$ cat src/hdl/dpfk_pkg.sv
// Package for the DPF key generator: payload and job types, word kinds,
// register indexes, the AES S-box, round function and fixed key schedule.
// No dependencies.
package dpfk_pkg;

  localparam int IDX_W   = 43;
  localparam int DEPTH_W = 6;
  localparam int GRP_W   = 5;
  localparam int NUM_W   = 5;
  localparam int PATH_W  = 32;
  localparam int QUOT_W  = IDX_W - 7;

  localparam int DEF_MAX_DEPTH = 32;
  localparam int DEF_MAX_GROUP = 16;

  localparam logic [DEPTH_W-1:0] DEPTH_RESET = 6'd8;
  localparam logic [GRP_W-1:0]   GRP_RESET   = 5'd1;

  localparam logic CFG_TREE_DEPTH   = 1'b0;
  localparam logic CFG_GROUP_BLOCKS = 1'b1;

  localparam logic [1:0] KIND_ROOT0 = 2'd0;
  localparam logic [1:0] KIND_ROOT1 = 2'd1;
  localparam logic [1:0] KIND_LEVEL = 2'd2;
  localparam logic [1:0] KIND_GROUP = 2'd3;

  typedef struct packed {
    logic [IDX_W-1:0] target_index;
    logic [63:0]      rand_a_low;
    logic [63:0]      rand_a_high;
    logic [63:0]      rand_b_low;
    logic [63:0]      rand_b_high;
  } request_t;

  typedef struct packed {
    logic [1:0]       word_kind;
    logic [NUM_W-1:0] word_number;
    logic [63:0]      word_low;
    logic [63:0]      word_high;
    logic             last_word;
  } result_t;

  typedef struct packed {
    logic [127:0]       seed0;
    logic [127:0]       seed1;
    logic [PATH_W-1:0]  path;
    logic [DEPTH_W-1:0] depth;
    logic [GRP_W-1:0]   grp;
    logic [GRP_W-1:0]   flip_word;
    logic [6:0]         flip_bit;
  } job_t;

  typedef struct packed {
    logic         start;
    logic         key_sel;
    logic [127:0] block;
  } aes_cmd_t;

  typedef logic [10:0][127:0] rk_set_t;

  localparam logic [7:0] SBOX [256] = '{
    8'h63,8'h7c,8'h77,8'h7b,8'hf2,8'h6b,8'h6f,8'hc5,8'h30,8'h01,8'h67,8'h2b,8'hfe,8'hd7,8'hab,8'h76,
    8'hca,8'h82,8'hc9,8'h7d,8'hfa,8'h59,8'h47,8'hf0,8'had,8'hd4,8'ha2,8'haf,8'h9c,8'ha4,8'h72,8'hc0,
    8'hb7,8'hfd,8'h93,8'h26,8'h36,8'h3f,8'hf7,8'hcc,8'h34,8'ha5,8'he5,8'hf1,8'h71,8'hd8,8'h31,8'h15,
    8'h04,8'hc7,8'h23,8'hc3,8'h18,8'h96,8'h05,8'h9a,8'h07,8'h12,8'h80,8'he2,8'heb,8'h27,8'hb2,8'h75,
    8'h09,8'h83,8'h2c,8'h1a,8'h1b,8'h6e,8'h5a,8'ha0,8'h52,8'h3b,8'hd6,8'hb3,8'h29,8'he3,8'h2f,8'h84,
    8'h53,8'hd1,8'h00,8'hed,8'h20,8'hfc,8'hb1,8'h5b,8'h6a,8'hcb,8'hbe,8'h39,8'h4a,8'h4c,8'h58,8'hcf,
    8'hd0,8'hef,8'haa,8'hfb,8'h43,8'h4d,8'h33,8'h85,8'h45,8'hf9,8'h02,8'h7f,8'h50,8'h3c,8'h9f,8'ha8,
    8'h51,8'ha3,8'h40,8'h8f,8'h92,8'h9d,8'h38,8'hf5,8'hbc,8'hb6,8'hda,8'h21,8'h10,8'hff,8'hf3,8'hd2,
    8'hcd,8'h0c,8'h13,8'hec,8'h5f,8'h97,8'h44,8'h17,8'hc4,8'ha7,8'h7e,8'h3d,8'h64,8'h5d,8'h19,8'h73,
    8'h60,8'h81,8'h4f,8'hdc,8'h22,8'h2a,8'h90,8'h88,8'h46,8'hee,8'hb8,8'h14,8'hde,8'h5e,8'h0b,8'hdb,
    8'he0,8'h32,8'h3a,8'h0a,8'h49,8'h06,8'h24,8'h5c,8'hc2,8'hd3,8'hac,8'h62,8'h91,8'h95,8'he4,8'h79,
    8'he7,8'hc8,8'h37,8'h6d,8'h8d,8'hd5,8'h4e,8'ha9,8'h6c,8'h56,8'hf4,8'hea,8'h65,8'h7a,8'hae,8'h08,
    8'hba,8'h78,8'h25,8'h2e,8'h1c,8'ha6,8'hb4,8'hc6,8'he8,8'hdd,8'h74,8'h1f,8'h4b,8'hbd,8'h8b,8'h8a,
    8'h70,8'h3e,8'hb5,8'h66,8'h48,8'h03,8'hf6,8'h0e,8'h61,8'h35,8'h57,8'hb9,8'h86,8'hc1,8'h1d,8'h9e,
    8'he1,8'hf8,8'h98,8'h11,8'h69,8'hd9,8'h8e,8'h94,8'h9b,8'h1e,8'h87,8'he9,8'hce,8'h55,8'h28,8'hdf,
    8'h8c,8'ha1,8'h89,8'h0d,8'hbf,8'he6,8'h42,8'h68,8'h41,8'h99,8'h2d,8'h0f,8'hb0,8'h54,8'hbb,8'h16
  };

  localparam logic [7:0] RCON [11] = '{
    8'h00,8'h01,8'h02,8'h04,8'h08,8'h10,8'h20,8'h40,8'h80,8'h1b,8'h36
  };

  function automatic logic [7:0] xtime(input logic [7:0] a);
    return {a[6:0], 1'b0} ^ (a[7] ? 8'h1b : 8'h00);
  endfunction

  function automatic rk_set_t key_schedule(input logic [7:0] key_byte);
    logic [175:0][7:0] rk;
    logic [7:0] t0, t1, t2, t3, x;
    rk_set_t ks;
    rk = '0;
    rk[0] = key_byte;
    for (int i = 16; i < 176; i += 4) begin
      t0 = rk[i-4];
      t1 = rk[i-3];
      t2 = rk[i-2];
      t3 = rk[i-1];
      if ((i % 16) == 0) begin
        x  = t0;
        t0 = SBOX[t1] ^ RCON[i/16];
        t1 = SBOX[t2];
        t2 = SBOX[t3];
        t3 = SBOX[x];
      end
      rk[i]   = rk[i-16] ^ t0;
      rk[i+1] = rk[i-15] ^ t1;
      rk[i+2] = rk[i-14] ^ t2;
      rk[i+3] = rk[i-13] ^ t3;
    end
    for (int r = 0; r < 11; r++) begin
      for (int b = 0; b < 16; b++) begin
        ks[r][8*b +: 8] = rk[16*r + b];
      end
    end
    return ks;
  endfunction

  function automatic logic [127:0] aes_round(input logic [127:0] s,
                                             input logic [127:0] rk,
                                             input logic         last);
    logic [15:0][7:0] t;
    logic [7:0] a0, a1, a2, a3, all;
    for (int c = 0; c < 4; c++) begin
      for (int i = 0; i < 4; i++) begin
        t[i + 4*c] = SBOX[s[8*(i + 4*((c + i) % 4)) +: 8]];
      end
    end
    if (!last) begin
      for (int c = 0; c < 4; c++) begin
        a0  = t[4*c];
        a1  = t[4*c+1];
        a2  = t[4*c+2];
        a3  = t[4*c+3];
        all = a0 ^ a1 ^ a2 ^ a3;
        t[4*c]   = a0 ^ all ^ xtime(a0 ^ a1);
        t[4*c+1] = a1 ^ all ^ xtime(a1 ^ a2);
        t[4*c+2] = a2 ^ all ^ xtime(a2 ^ a3);
        t[4*c+3] = a3 ^ all ^ xtime(a3 ^ a0);
      end
    end
    return t ^ rk;
  endfunction

endpackage

$ cat src/hdl/dpfk_queue.sv
// Two-entry job queue between the front end and the key sequencer.
// Depends on dpfk_pkg.
module dpfk_queue (
  input  logic           clk,
  input  logic           rst,
  input  logic           push,
  input  dpfk_pkg::job_t wr_job,
  input  logic           pop,
  output dpfk_pkg::job_t rd_job,
  output logic           full,
  output logic           empty
);
  import dpfk_pkg::*;

  job_t       mem [2];
  logic       wr_ptr, rd_ptr;
  logic [1:0] count;

  assign full   = count == 2'd2;
  assign empty  = count == 2'd0;
  assign rd_job = mem[rd_ptr];

  always_ff @(posedge clk) begin
    if (push) mem[wr_ptr] <= wr_job;
  end

  always_ff @(posedge clk) begin
    if (rst) begin
      wr_ptr <= 1'b0;
      rd_ptr <= 1'b0;
      count  <= 2'd0;
    end else begin
      if (push) wr_ptr <= ~wr_ptr;
      if (pop)  rd_ptr <= ~rd_ptr;
      count <= count + {1'b0, push} - {1'b0, pop};
    end
  end

endmodule

$ cat config.mk
export PLATFORM = sky130hd
export DESIGN_NAME = dpfk_queue
export DESIGN_NICKNAME = d
export VERILOG_FILES = /design/src/hdl/dpfk_pkg.sv /design/src/hdl/dpfk_queue.sv
export SDC_FILE = /design/constraint.sdc
export NUM_CORES = 1
export LEC_CHECK = 0
export BUFFER_PORTS_ARGS = -buffer_cell sky130_fd_sc_hd__buf_4
export CAP_MARGIN = 10
export CELL_PAD_IN_SITES_DETAIL_PLACEMENT = 0
export CELL_PAD_IN_SITES_GLOBAL_PLACEMENT = 1
export CORE_MARGIN = 2
export CORE_UTILIZATION = 40
export DETAILED_ROUTE_END_ITERATION = 16
export GPL_ROUTABILITY_DRIVEN = 1
export PLACE_DENSITY = 0.82
export SKIP_CTS_REPAIR_TIMING = 1
export SYNTH_ARGS = -nofsm -noshare
export SYNTH_HDL_FRONTEND = slang
export SYNTH_SLANG_ARGS = --single-unit
$ cat constraint.sdc
create_clock -name clk -period 16.4 [get_ports clk]
set_input_delay 0.82 -clock clk [delete_from_list [all_inputs] [get_ports clk]]
set_output_delay 0.82 -clock clk [all_outputs]
set_load 0.01 [all_outputs]
==> impl_metrics.json <==
{
  "finClkSkew_ns": 0.0194,
  "arrival_ns": 3.82,
  "cp_common_cell": "buf_4",
  "clkLatencyLatePin_ns": 0.58,
  "met3_usage_pct": 4.99,
  "use_met2_pct": 27.8,
  "grtUsageMet1_pct": 19.1,
  "totalPowerFinal_mw": 3.83,
  "drc": 0,
  "netlist-cell-type-count": 14,
  "synthesis.nets": 1306,
  "cp-start-kind": "register",
  "comb_power_share_pct": 13.5,
  "antenna_found_initial": 7,
  "grt-ovfl-total": 0,
  "dp_hpwl_mm": 36.4,
  "drt-pass1-iter-count": 4,
  "drt_first_iter_violations": 569,
  "fillers": 4758,
  "initial_core_util_pct": 40.2,
  "pwr-share-clk_pct": 36.8,
  "grt_pass1_vias": 12328,
  "power.density_nw_per_um2": 122,
  "vias_per_cell": 4.73,
  "crit_path_top_delay_cell": "dfxtp_4",
  "grt_pass1_wl_mm": 76.0,
  "ant_nets": 0,
  "top_usage_layer": "met2",
  "path_cells": "buf_4 > buf_12 > mux2_2 > buf_4",
  "ir_worst_vdd_v": 0.0000819,
  "ys_top_cells_by_area": "edfxtp_1 (77%), mux2_4 (18%), buf_12 (2.7%)",
  "yosysWarningCount": 0,
  "fin_nets": 1977,
  "crit_fanout": 128,
  "wl_mm": 52.9,
  "clock-root-buffer": "clkbuf_16",
  "syn_area_um2": 24100,
  "grtUsageTotal_pct": 16.3,
  "wl_per_cell_um": 21.3,
  "period_needed_ns": 4.64,
  "clk_path_buf_depth": 3,
  "whs_ns": 0.418,
  "synth_area_leader_cell": "edfxtp_1",
  "fin_util_pct": 52.2,
  "cts_sinks": 627,
  "crit_family": "buffers and inverters",
  "cts_made_buffers": 66,
  "core_region_area_um2": 60000,
  "path_class": "register to output pin",
  "netlist_top_cells_count": "edfxtp_1 (622), mux2_4 (290), buf_12 (32)",
  "slew_headroom_pct": 22.2,
  "htreeDepth": 3,
  "synth_top_area_share_pct": 77.4,
  "hold_path.class": "input port to register",
  "die_w_um": 250,
  "critPathBufInv": 3,
  "grt_setup_unrepaired": "false",
  "gp_congestion": 0.812,
  "p_int_mw": 2.99,
  "pwr-share-seq_pct": 49.7,
  "avgSynthCellArea_um2": 24.4,
  "clk_pin_slew_ns": 0.06,
  "slowest_delay_ns": 0.86,
  "num_rows": 90,
  "power.switching_uw": 846,
  "hold_violations": 0,
  "sw_frac_of_total_pct": 22.1,
  "synth_edf_count": 622,
  "cp.required_ns": 15.58,
  "area_growth_pct": 29.8,
  "drv_slew": 0,
  "grt_max_degree": 151,
  "die_h_um": 250,
  "via_count": 11762,
  "fp.dieArea_um2": 62300,
  "cp-end-kind": "output pin",
  "cap_viol_max_count": 0,
  "ios": 628,
  "finalSetupTns_ns": 0,
  "drive_above_1_share_pct": 61.0,
  "ys_ff_latch": 627,
  "cts_tree": "built",
  "regArea_um2": 18800,
  "yosysMostFrequentCell": "edfxtp_1",
  "max_freq_mhz": 215,
  "multi_input_area_um2": 4710,
  "fin_crit_sh_pct": 28.3,
  "ys_seq_area_share_pct": 77.8,
  "synthArstFlopShare_pct": 0,
  "netlist_instances": 989,
  "port_buffers": 627,
  "finalSetupViolations": 0,
  "tightest_slew_ns": 1.17,
  "p_leak_nw": 12.3,
  "ys.flop_type": "edfxtp_1",
  "status": "finished, final reports clean"
}
worst paths after layout:
| kind | endpoint | slack, ns | start | cells past startpoint |
|---|---|---|---|---|
| worst max register to register | mem[0][159]$_DFFE_PP_ | 13.18 | wr_ptr$_SDFFE_PP0P_ | 3 |
| worst min register to register | rd_ptr$_SDFFE_PP0P_ | 0.52 | rd_ptr$_SDFFE_PP0P_ | 2 |
| worst min-delay path | mem[0][23]$_DFFE_PP_ | 0.42 | wr_job[23] | 1 |
| worst max-delay path | rd_job[4] | 11.76 | register | 4 |
per-stage QoR:
step           cells  setup WS (ns)  area (µm²)
2_1_floorplan    989           1.19       24100
3_3_place_gp    2374          12.36       29300
3_5_place_dp    2374          12.33       29300
4_1_cts         2486          11.69       31300
5_1_grt         2487          11.56       31300
6_report        2487          11.76       31300
layout make-up:
| cell class | instances | area share (%) |
|---|---|---|
| multi-input cells | 325 | 15.0 |
| inverters | 2 | 0.0240 |
| diodes | 1 | 0.00799 |
| clock inverters | 34 | 0.958 |
| well taps | 782 | 3.12 |
| clock buffers | 78 | 5.55 |
| flip-flops and latches | 627 | 59.9 |
| repair buffers | 638 | 15.4 |
per-layer routing:
| metal | up-vias | part of all wire (%) | routed length, µm |
|---|---|---|---|
| met5 | - | 0.051 | 27 |
| met4 | 4 | 3.2 | 1700 |
| met3 | 99 | 7.6 | 4010 |
| met2 | 432 | 51 | 27100 |
| met1 | 5942 | 38 | 20100 |
| li1 | 5285 | - | - |
kinds of logic (layout without fill, tap and decap cells):
group / Yosys count / after routing / synth area share, %
other cells: 0 / 1 / 0
buf+inv: 37 / 752 / 2.77
simple gates: 9 / 9 / 0.181
mux: 311 / 311 / 19.0
fa+ha+maj: 2 / 2 / 0.104
xor+xnor: 3 / 3 / 0.166
flops: 627 / 627 / 77.8
sequential cells by signal, summed over array words and instances (netlist names), named ones only:
name    flops
mem       622
rd_ptr      1
wr_ptr      1
count       2
placed cells by master (no fill, tap or decap):
cell type,instances
buf_4,636
edfxtp_1,622
mux2_4,290
clkbuf_16,68
mux2_2,21
clkinv_1,15
clkbuf_1,10
clkinv_2,7
nor2_1,5
bufinv_16,4
dfxtp_1,4
clkinv_8,3
clkinvlp_4,3
inv_1,2
nor2b_1,2
xnor2_1,2
ha_1,2
inv_6,2
buf_12,2
diode_2,1
and2_4,1
nor2b_4,1
xnor3_1,1
dfxtp_4,1
power groups by stage:
stage          registers, mW  logic, mW  clock network (mW)
2_1_floorplan           1.97      0.301                   0
3_3_place_gp            1.93      0.514                   0
3_5_place_dp            1.94      0.521                   0
4_1_cts                 1.91      0.523                1.46
5_1_grt                 1.91      0.545                1.51
6_report                1.91      0.516                1.41
No activity file was read; power rests on OpenSTA's default activity.
