==> src/hdl/dpfk_pkg.sv <==
// Package for the DPF key generator: payload and job types, word kinds,
// register indexes, the AES S-box, round function and fixed key schedule.
// No dependencies.
package dpfk_pkg;

  localparam int IDX_W   = 43;
  localparam int DEPTH_W = 6;
  localparam int GRP_W   = 5;
  localparam int NUM_W   = 5;
  localparam int PATH_W  = 32;
  localparam int QUOT_W  = IDX_W - 7;

  localparam int DEF_MAX_DEPTH = 32;
  localparam int DEF_MAX_GROUP = 16;

  localparam logic [DEPTH_W-1:0] DEPTH_RESET = 6'd8;
  localparam logic [GRP_W-1:0]   GRP_RESET   = 5'd1;

  localparam logic CFG_TREE_DEPTH   = 1'b0;
  localparam logic CFG_GROUP_BLOCKS = 1'b1;

  localparam logic [1:0] KIND_ROOT0 = 2'd0;
  localparam logic [1:0] KIND_ROOT1 = 2'd1;
  localparam logic [1:0] KIND_LEVEL = 2'd2;
  localparam logic [1:0] KIND_GROUP = 2'd3;

  typedef struct packed {
    logic [IDX_W-1:0] target_index;
    logic [63:0]      rand_a_low;
    logic [63:0]      rand_a_high;
    logic [63:0]      rand_b_low;
    logic [63:0]      rand_b_high;
  } request_t;

  typedef struct packed {
    logic [1:0]       word_kind;
    logic [NUM_W-1:0] word_number;
    logic [63:0]      word_low;
    logic [63:0]      word_high;
    logic             last_word;
  } result_t;

  typedef struct packed {
    logic [127:0]       seed0;
    logic [127:0]       seed1;
    logic [PATH_W-1:0]  path;
    logic [DEPTH_W-1:0] depth;
    logic [GRP_W-1:0]   grp;
    logic [GRP_W-1:0]   flip_word;
    logic [6:0]         flip_bit;
  } job_t;

  typedef struct packed {
    logic         start;
    logic         key_sel;
    logic [127:0] block;
  } aes_cmd_t;

  typedef logic [10:0][127:0] rk_set_t;

  localparam logic [7:0] SBOX [256] = '{
    8'h63,8'h7c,8'h77,8'h7b,8'hf2,8'h6b,8'h6f,8'hc5,8'h30,8'h01,8'h67,8'h2b,8'hfe,8'hd7,8'hab,8'h76,
    8'hca,8'h82,8'hc9,8'h7d,8'hfa,8'h59,8'h47,8'hf0,8'had,8'hd4,8'ha2,8'haf,8'h9c,8'ha4,8'h72,8'hc0,
    8'hb7,8'hfd,8'h93,8'h26,8'h36,8'h3f,8'hf7,8'hcc,8'h34,8'ha5,8'he5,8'hf1,8'h71,8'hd8,8'h31,8'h15,
    8'h04,8'hc7,8'h23,8'hc3,8'h18,8'h96,8'h05,8'h9a,8'h07,8'h12,8'h80,8'he2,8'heb,8'h27,8'hb2,8'h75,
    8'h09,8'h83,8'h2c,8'h1a,8'h1b,8'h6e,8'h5a,8'ha0,8'h52,8'h3b,8'hd6,8'hb3,8'h29,8'he3,8'h2f,8'h84,
    8'h53,8'hd1,8'h00,8'hed,8'h20,8'hfc,8'hb1,8'h5b,8'h6a,8'hcb,8'hbe,8'h39,8'h4a,8'h4c,8'h58,8'hcf,
    8'hd0,8'hef,8'haa,8'hfb,8'h43,8'h4d,8'h33,8'h85,8'h45,8'hf9,8'h02,8'h7f,8'h50,8'h3c,8'h9f,8'ha8,
    8'h51,8'ha3,8'h40,8'h8f,8'h92,8'h9d,8'h38,8'hf5,8'hbc,8'hb6,8'hda,8'h21,8'h10,8'hff,8'hf3,8'hd2,
    8'hcd,8'h0c,8'h13,8'hec,8'h5f,8'h97,8'h44,8'h17,8'hc4,8'ha7,8'h7e,8'h3d,8'h64,8'h5d,8'h19,8'h73,
    8'h60,8'h81,8'h4f,8'hdc,8'h22,8'h2a,8'h90,8'h88,8'h46,8'hee,8'hb8,8'h14,8'hde,8'h5e,8'h0b,8'hdb,
    8'he0,8'h32,8'h3a,8'h0a,8'h49,8'h06,8'h24,8'h5c,8'hc2,8'hd3,8'hac,8'h62,8'h91,8'h95,8'he4,8'h79,
    8'he7,8'hc8,8'h37,8'h6d,8'h8d,8'hd5,8'h4e,8'ha9,8'h6c,8'h56,8'hf4,8'hea,8'h65,8'h7a,8'hae,8'h08,
    8'hba,8'h78,8'h25,8'h2e,8'h1c,8'ha6,8'hb4,8'hc6,8'he8,8'hdd,8'h74,8'h1f,8'h4b,8'hbd,8'h8b,8'h8a,
    8'h70,8'h3e,8'hb5,8'h66,8'h48,8'h03,8'hf6,8'h0e,8'h61,8'h35,8'h57,8'hb9,8'h86,8'hc1,8'h1d,8'h9e,
    8'he1,8'hf8,8'h98,8'h11,8'h69,8'hd9,8'h8e,8'h94,8'h9b,8'h1e,8'h87,8'he9,8'hce,8'h55,8'h28,8'hdf,
    8'h8c,8'ha1,8'h89,8'h0d,8'hbf,8'he6,8'h42,8'h68,8'h41,8'h99,8'h2d,8'h0f,8'hb0,8'h54,8'hbb,8'h16
  };

  localparam logic [7:0] RCON [11] = '{
    8'h00,8'h01,8'h02,8'h04,8'h08,8'h10,8'h20,8'h40,8'h80,8'h1b,8'h36
  };

  function automatic logic [7:0] xtime(input logic [7:0] a);
    return {a[6:0], 1'b0} ^ (a[7] ? 8'h1b : 8'h00);
  endfunction

  function automatic rk_set_t key_schedule(input logic [7:0] key_byte);
    logic [175:0][7:0] rk;
    logic [7:0] t0, t1, t2, t3, x;
    rk_set_t ks;
    rk = '0;
    rk[0] = key_byte;
    for (int i = 16; i < 176; i += 4) begin
      t0 = rk[i-4];
      t1 = rk[i-3];
      t2 = rk[i-2];
      t3 = rk[i-1];
      if ((i % 16) == 0) begin
        x  = t0;
        t0 = SBOX[t1] ^ RCON[i/16];
        t1 = SBOX[t2];
        t2 = SBOX[t3];
        t3 = SBOX[x];
      end
      rk[i]   = rk[i-16] ^ t0;
      rk[i+1] = rk[i-15] ^ t1;
      rk[i+2] = rk[i-14] ^ t2;
      rk[i+3] = rk[i-13] ^ t3;
    end
    for (int r = 0; r < 11; r++) begin
      for (int b = 0; b < 16; b++) begin
        ks[r][8*b +: 8] = rk[16*r + b];
      end
    end
    return ks;
  endfunction

  function automatic logic [127:0] aes_round(input logic [127:0] s,
                                             input logic [127:0] rk,
                                             input logic         last);
    logic [15:0][7:0] t;
    logic [7:0] a0, a1, a2, a3, all;
    for (int c = 0; c < 4; c++) begin
      for (int i = 0; i < 4; i++) begin
        t[i + 4*c] = SBOX[s[8*(i + 4*((c + i) % 4)) +: 8]];
      end
    end
    if (!last) begin
      for (int c = 0; c < 4; c++) begin
        a0  = t[4*c];
        a1  = t[4*c+1];
        a2  = t[4*c+2];
        a3  = t[4*c+3];
        all = a0 ^ a1 ^ a2 ^ a3;
        t[4*c]   = a0 ^ all ^ xtime(a0 ^ a1);
        t[4*c+1] = a1 ^ all ^ xtime(a1 ^ a2);
        t[4*c+2] = a2 ^ all ^ xtime(a2 ^ a3);
        t[4*c+3] = a3 ^ all ^ xtime(a3 ^ a0);
      end
    end
    return t ^ rk;
  endfunction

endpackage

==> src/hdl/dpfk_front.sv <==
// Front end: takes a request, fixes the seed parity and splits the index into
// leaf path and group bit by a serial divide. Depends on dpfk_pkg.
module dpfk_front #(
  parameter int MAX_DEPTH = dpfk_pkg::DEF_MAX_DEPTH,
  parameter int MAX_GROUP = dpfk_pkg::DEF_MAX_GROUP
) (
  input  logic                       clk,
  input  logic                       rst,
  input  logic                       start,
  output logic                       busy,
  input  dpfk_pkg::request_t         request,
  input  logic [dpfk_pkg::DEPTH_W-1:0] depth_cfg,
  input  logic [dpfk_pkg::GRP_W-1:0]   grp_cfg,
  input  logic                       q_full,
  output logic                       push,
  output dpfk_pkg::job_t             job
);
  import dpfk_pkg::*;

  localparam logic [1:0] F_IDLE = 2'd0;
  localparam logic [1:0] F_DIV  = 2'd1;
  localparam logic [1:0] F_PUSH = 2'd2;

  logic [1:0]         state;
  logic [5:0]         cnt;
  logic [QUOT_W-1:0]  dv;
  logic [GRP_W-1:0]   rem;
  logic [127:0]       seed0, seed1;
  logic [DEPTH_W-1:0] depth;
  logic [GRP_W-1:0]   grp;
  logic [6:0]         low_idx;
  logic [DEPTH_W-1:0] depth_clamp;
  logic [GRP_W-1:0]   grp_clamp;
  logic [GRP_W:0]     rem_t;
  logic               ge;
  logic [DEPTH_W-1:0] shamt;

  always_comb begin
    depth_clamp = depth_cfg;
    if (depth_cfg == '0) depth_clamp = DEPTH_W'(1);
    else if (depth_cfg > DEPTH_W'(MAX_DEPTH)) depth_clamp = DEPTH_W'(MAX_DEPTH);
    grp_clamp = grp_cfg;
    if (grp_cfg == '0) grp_clamp = GRP_W'(1);
    else if (grp_cfg > GRP_W'(MAX_GROUP)) grp_clamp = GRP_W'(MAX_GROUP);
  end

  assign rem_t = {rem, dv[QUOT_W-1]};
  assign ge    = rem_t >= {1'b0, grp};
  assign shamt = DEPTH_W'(PATH_W) - depth;

  assign busy = state != F_IDLE;
  assign push = (state == F_PUSH) && !q_full;

  always_comb begin
    job.seed0     = seed0;
    job.seed1     = seed1;
    job.path      = dv[PATH_W-1:0] << shamt[4:0];
    job.depth     = depth;
    job.grp       = grp;
    job.flip_word = rem;
    job.flip_bit  = {low_idx[3:0], low_idx[6:4]};
  end

  always_ff @(posedge clk) begin
    if (rst) begin
      state <= F_IDLE;
      cnt   <= '0;
    end else begin
      case (state)
        F_IDLE: begin
          if (start) begin
            dv      <= request.target_index[IDX_W-1:7];
            low_idx <= request.target_index[6:0];
            rem     <= '0;
            cnt     <= '0;
            seed1   <= {request.rand_b_high, request.rand_b_low};
            seed0   <= {request.rand_a_high, request.rand_a_low[63:1],
                        ~request.rand_b_low[0]};
            depth   <= depth_clamp;
            grp     <= grp_clamp;
            state   <= F_DIV;
          end
        end
        F_DIV: begin
          rem <= ge ? GRP_W'(rem_t - {1'b0, grp}) : rem_t[GRP_W-1:0];
          dv  <= {dv[QUOT_W-2:0], ge};
          cnt <= cnt + 6'd1;
          if (cnt == 6'(QUOT_W - 1)) state <= F_PUSH;
        end
        F_PUSH: begin
          if (!q_full) state <= F_IDLE;
        end
        default: state <= F_IDLE;
      endcase
    end
  end

endmodule

==> config.mk <==
export PLATFORM = sky130hd
export DESIGN_NAME = dpfk_front
export DESIGN_NICKNAME = d
export VERILOG_FILES = /design/src/hdl/dpfk_pkg.sv /design/src/hdl/dpfk_front.sv
export SDC_FILE = /design/constraint.sdc
export NUM_CORES = 1
export LEC_CHECK = 0
export BUFFER_PORTS_ARGS = -buffer_cell sky130_fd_sc_hd__buf_2
export CORE_AREA = 2 2 245 247
export DETAILED_ROUTE_END_ITERATION = 8
export DIE_AREA = 0 0 247 249
export GPL_ROUTABILITY_DRIVEN = 0
export GPL_TIMING_DRIVEN = 1
export SYNTH_ARGS = -nofsm -noshare
export SYNTH_HDL_FRONTEND = slang
export SYNTH_SLANG_ARGS = --single-unit
==> constraint.sdc <==
create_clock -name clk -period 23.7 [get_ports clk]
set_clock_uncertainty 0.05 [all_clocks]
set_input_delay 4.74 -clock clk [delete_from_list [all_inputs] [get_ports clk]]
set_output_delay 4.74 -clock clk [all_outputs]
set_load 0.05 [all_outputs]
==> results_dict.tcl, run 1 <==
set metrics [dict create \
    hold_viol_final 0 \
    drive_gt1_frac 0.520 \
    numCtsBuffers 38 \
    startpoint "q_full" \
    setup_viol 0 \
    met1_usage 0.164 \
    ir_drop_v 0.0000543 \
    ctsResizeCount 0 \
    nets 1728 \
    drt-pass1-iter-count 5 \
    die_area_mm2 0.0615 \
    dpl_cell_area_mm2 0.0165 \
    clock_latency_ps 540 \
    synth_top_area_cell "edfxtp_1" \
    yosysTopAreaCellShare 0.756 \
    numClockSinks 323 \
    critPathKind "in2out" \
    fin_crit_ps 10110 \
    synth_seq_area_share 0.769 \
    synth_seq_cells 323 \
    wirelength_mm 48.9 \
    io_buffers 625 \
    wire_per_inst_um 22.0 \
    initial_core_util 0.213 \
    synth.area.top_cells "edfxtp_1 (76%), nand2_1 (4.0%), mux4_2 (3.6%), mux2i_1 (2.2%), mux2_2 (2.0%)" \
    tightest_slew_ps 1000 \
    cts.clk_slew.worst_paths_ps 60 \
    grt_pass1_vias 9548 \
    io_pins 627 \
    synth_cell_types 51 \
    crit_path_max_fanout 2 \
    fin_setup_tns_ps 0 \
    routed_via_density 4.17 \
    maxSlewHeadroom 0.332 \
    rows 89 \
    synth_nets 1086 \
    p_leak_nw 7.34 \
    die_h_um 249 \
    grt_usage 0.153 \
    rr_endpoint "seed1[103]" \
    cts_setup_buffers 0 \
    rsz0062_at_grt "false" \
    async_reset_ff_frac 0 \
    synthesis.area_mm2 0.0125 \
    fmax_mhz 98.9 \
    holdBufCountCts 0 \
    end_kind "output port" \
    slew_violations 0 \
    rr_worst_depth 5 \
    syn_to_final_growth_pct 41.9 \
    chipWidth_um 247 \
    yosys_warnings 0 \
    grt_pass1_wl_mm 67.2 \
    cts_buffer_depth 3 \
    dp_hpwl_mm 38.9 \
    syn_inst 762 \
    use_met2 0.250 \
    synth_top_flop_cell "edfxtp_1" \
    r2r-start "state[1]" \
    pre_cts_slack_ps 13590 \
    layout_setup_ws_ps 13590 \
    cp-endpoint "push" \
    drc 0 \
    synth_most_common_cell "edfxtp_1" \
    final_antenna_net_count 0 \
    power_per_cell_area_mw_per_mm2 86.2 \
    root_buffer "clkbuf_16" \
    synth-edff-count 315 \
    start_kind "primary input" \
    synth_common_cells "edfxtp_1 (315), nand2_1 (132), nor2_1 (53), mux2i_1 (27), mux2_2 (22)" \
    critical_path_required_ps 18910 \
    cts_tree "yes" \
    synth_area_per_cell_um2 16.4 \
    grt_max_degree 157 \
    antenna_found_initial 40 \
    cap_violations 0 \
    met3_usage 0.0702 \
    core_area_mm2 0.0587 \
    top_usage_layer "met2" \
    critical_path_arrival_ps 5320 \
    finalPower_mw 1.53 \
    final_area_mm2 0.0178 \
    status "completed" \
    first_iter_violations 675 \
    htree_levels 2 \
    r2r_slack_ps 20400 \
    whs_ps 447 \
    vias 9271 \
    hold_class "reg2reg" \
    globalRoute.totalOverflow 0 \
    post-route-period-util 0.427 \
]
[report_power, final]
| group | switching, mW | internal [mW] | leakage [nW] |
|---|---|---|---|
| logic | 0.210 | 0.0773 | 3.78 |
| registers | 0.0157 | 0.669 | 2.99 |
| clock network | 0.240 | 0.319 | 0.567 |
| total | 0.465 | 1.07 | 7.34 |
[final cells by class]
| type | count | area, um2 |
|---|---|---|
| Clock inverter | 24 | 198 |
| Multi-Input combinational cell | 390 | 2680 |
| Clock buffer | 44 | 973 |
| Fill cell | 5996 | 40900 |
| Sequential cell | 323 | 9620 |
| Antenna cell | 18 | 45.0 |
| Tap cell | 773 | 967 |
| Inverter | 16 | 60.1 |
| Timing Repair Buffer | 635 | 3220 |
[worst max-delay path: stages]
cell	delay, ps
buf_2	100
nor3b_1	160
buf_2	310
[metal layers]
layer / part of all wire / wire [um] / up-vias
met5: 0 / 0 / -
met4: 0.042 / 2080 / 0
met3: 0.12 / 5700 / 104
met2: 0.49 / 24200 / 506
met1: 0.35 / 17000 / 4496
li1: - / - / 4165
[metrics by stage]
stage	std cells	utilization
after floorplan	762	-
after global placement	2137	0.282
after detailed placement	2137	0.282
after CTS	2205	0.302
after global routing	2221	0.302
final	2223	0.303
[worst min-delay path by stage]
| stage | start | endpoint | slack [ps] | depth (start not counted) |
|---|---|---|---|---|
| 2_1_floorplan | cnt[4] | cnt[4] | 420 | 2 |
| 3_3_place_gp | cnt[4] | cnt[4] | 430 | 2 |
| 3_5_place_dp | cnt[4] | cnt[4] | 450 | 2 |
| 4_1_cts | cnt[4] | cnt[4] | 450 | 2 |
| 5_1_grt | cnt[4] | cnt[4] | 480 | 2 |
| 6_report | cnt[4] | cnt[4] | 450 | 2 |
[state kept, by name, summed over array words and instances (netlist names)]
register  cells
seed0       128
seed1       128
dv           36
low_idx       7
cnt           6
depth         6
grp           5
rem           5
state         2
[kinds of logic (layout without fill, tap and decap cells)]
kind of cell,count (synthesis),after routing,share of synthesized area
flops,323,323,0.769
simple gates,237,237,0.0813
mux,69,69,0.0774
compound gates,67,67,0.0344
buf+inv,49,719,0.0193
fa+ha+maj,10,10,0.0106
xor+xnor,7,7,0.00820
other cells,0,18,0
[cell usage in the layout (no fill, tap or decap), types with 16 or more instances in the layout]
| cell type | instances |
|---|---|
| buf_2 | 625 |
| nand2_1 | 132 |
| edfxtp_1 | 315 |
| clkbuf_16 | 38 |
| diode_2 | 18 |
| nor2_1 | 52 |
| mux4_2 | 20 |
| inv_1 | 16 |
| mux2i_1 | 27 |
| mux2_2 | 22 |
Note: power is estimated with default switching activity, not from simulation.
==> inputs of run 2 (changes only) <==
ABC_AREA = 1   (was default)
CORE_AREA = 2 2 246 248   (was 2 2 245 247)
DIE_AREA = 0 0 248 250   (was 0 0 247 249)
clock period = 8.22 ns   (was 23.7 ns; I/O delays follow)
==> run 2 against run 1 <==
Net effect: non-clock buffer count is 3 lower; via count increased by 12%; largest cell class unchanged; highest routed layer is now met5; clock power increased to 3.0 times the previous value; cell area barely moved; global-route usage increased by 1.5 points; cell count up 7.7%; critical path depth grew 8.
==> results_dict.tcl, run 2 <==
set metrics [dict create \
    final_util 0.298 \
    synth_top_flop_cell "edfxtp_1" \
    cts.clk_slew.worst_paths_ps 60 \
    fmax_mhz 169 \
    grt_usage 0.168 \
    final_cell_mix "buf_2 (625), edfxtp_1 (315), nand2_1 (251)" \
    critical_path_arrival_ps 4230 \
    rows 90 \
    wire_per_inst_um 22.7 \
    synth_seq_area_share 0.765 \
    hold_class "reg2reg" \
    crit_path_max_fanout 34 \
    slowest_stage "ha_1" \
    fin_crit_ps 5920 \
    cts_buffer_depth 3 \
    synth_cell_types 37 \
    status "completed" \
    grt_pass1_vias 10130 \
    rsz0062_at_grt "false" \
    dp_hpwl_mm 42.6 \
    die_h_um 250 \
    r2r-start "state[1]" \
    yosys_warnings 0 \
    numCtsBuffers 40 \
    core_area_mm2 0.0596 \
    wirelength_mm 54.3 \
    chipWidth_um 248 \
    synthesis.area_mm2 0.0126 \
    fin_setup_tns_ps 0 \
    worstPathCellList "inv_4 > ha_1 > inv_1 > nand3_1 > nand3_1 > nand2_1 > nand2_1 > nand2_1 > nand2_1 > nand2_1 > buf_2" \
    slew_violations 0 \
    setup_viol 0 \
    synth_seq_cells 323 \
    ctsResizeCount 0 \
    end_kind "output port" \
    antenna_found_initial 57 \
    grt_pass1_wl_mm 73.6 \
    synth_nets 1258 \
    numClockSinks 323 \
    htree_levels 2 \
    nFillCells 6120 \
    routed_via_density 4.35 \
    yosysTopAreaCellShare 0.752 \
    cap_violations 0 \
    globalRoute.totalOverflow 0 \
    syn_to_final_growth_pct 41.2 \
    power_per_cell_area_mw_per_mm2 249 \
    final_common_cell "buf_2" \
    post-route-period-util 0.720 \
    cpPeakStageDelay_ps 940 \
    cts_tree "yes" \
    synth_area_per_cell_um2 13.5 \
    tightest_slew_ps 1090 \
    min-delay-start "state[1]" \
    synth_top_area_cell "edfxtp_1" \
    synth.area.top_cells "edfxtp_1 (75%), nand2_1 (7.5%), nand3_1 (7.2%), dfxtp_1 (1.3%), buf_6 (1.3%)" \
    dp.cells 2311 \
    io_buffers 625 \
    async_reset_ff_frac 0 \
    syn_inst 934 \
    stdcell_count 2395 \
    nets 1895 \
    vias 10414 \
    hold_viol_final 0 \
    start_kind "flip-flop" \
    finalPower_mw 4.42 \
    critPathKind "reg2out" \
    whs_ps 453 \
    critical_path_required_ps 6530 \
    drc 0 \
    cp_common_cell "nand2_1" \
    holdBufCountCts 0 \
    synth-edff-count 315 \
    p_leak_nw 7.64 \
    first_iter_violations 813 \
    drive_gt1_frac 0.452 \
    io_pins 627 \
    initial_core_util 0.211 \
    maxSlewHeadroom 0.271 \
    top_regs "seed0 x128, seed1 x128, dv x36" \
    clock_latency_ps 550 \
    final_antenna_net_count 0 \
    die_area_mm2 0.0620 \
    synth_common_cells "edfxtp_1 (315), nand2_1 (251), nand3_1 (181), nor2_1 (37), inv_1 (29)" \
    cts_setup_buffers 0 \
    grt_max_degree 151 \
    synth_most_common_cell "edfxtp_1" \
    drt-pass1-iter-count 5 \
    root_buffer "clkbuf_16" \
    startpoint "depth[0]" \
    ir_drop_v 0.000154 \
]
run 2: cell count changes after synthesis, sizes merged, moves of 8 or more:
cell / before / now
a211oi: 11 / 1
buf: 19 / 29
inv: 16 / 35
mux2: 22 / 0
mux2i: 27 / 0
mux4: 20 / 0
nand2: 132 / 265
nand3: 13 / 186
nor2: 53 / 37
nor2b: 8 / 0
o21ai: 16 / 3
run 2: critical path: cells and delay by family, from the launching register on:
family	cells	cell delay (ps)
simple gates	7	910
flops	1	430
fa+ha+maj	1	940
buf+inv	3	1380
run 2: layout make-up:
cell class	instances	area, um2	share of cell area
Inverter	35	136	0.00768
Multi-Input combinational cell	539	2570	0.145
Timing Repair Buffer	632	3190	0.180
Tap cell	782	978	0.0551
Clock inverter	29	216	0.0122
Clock buffer	43	1010	0.0570
Sequential cell	323	9620	0.542
Antenna cell	12	30.0	0.00169
run 2: worst paths after layout:
check                                 end  slack [ps]  cells past startpoint
worst max-delay path              job[47]        2300                     11
worst min-delay path             state[1]         450                      2
worst max register to register  seed1[33]        5270                      7
worst min register to register   state[1]         450                      2
run 2: layer usage:
| metal | wire length, um | global-route usage |
|---|---|---|
| met5 | 13 | 0 |
| met4 | 1800 | 0.0390 |
| met3 | 6350 | 0.0669 |
| met2 | 27300 | 0.298 |
| met1 | 18800 | 0.186 |
run 2: logic make-up (layout without fill, tap and decap cells):
kind of cell	Yosys count	after routing	share of synthesized area
adder cells (fa/ha/maj)	10	10	0.0105
buffers and inverters	72	739	0.0318
AO/OA/AOI/OAI	23	23	0.0113
XOR/XNOR	4	4	0.00428
flip-flops	323	323	0.765
AND/OR/NAND/NOR	502	502	0.177
other	0	12	0
run 2: report_power, final:
group | switching (mW) | internal (mW)
combinational | 0.594 | 0.184
sequential | 0.0393 | 1.93
clock | 0.740 | 0.935
total | 1.37 | 3.05
run 2: per-stage QoR:
step / area, um2 / worst slack [ps]
final: 17800 / 2300
after global placement: 16500 / 3010
after floorplan: 12600 / 1730
after CTS: 17700 / 2370
after detailed placement: 16500 / 2990
after global routing: 17700 / 2020
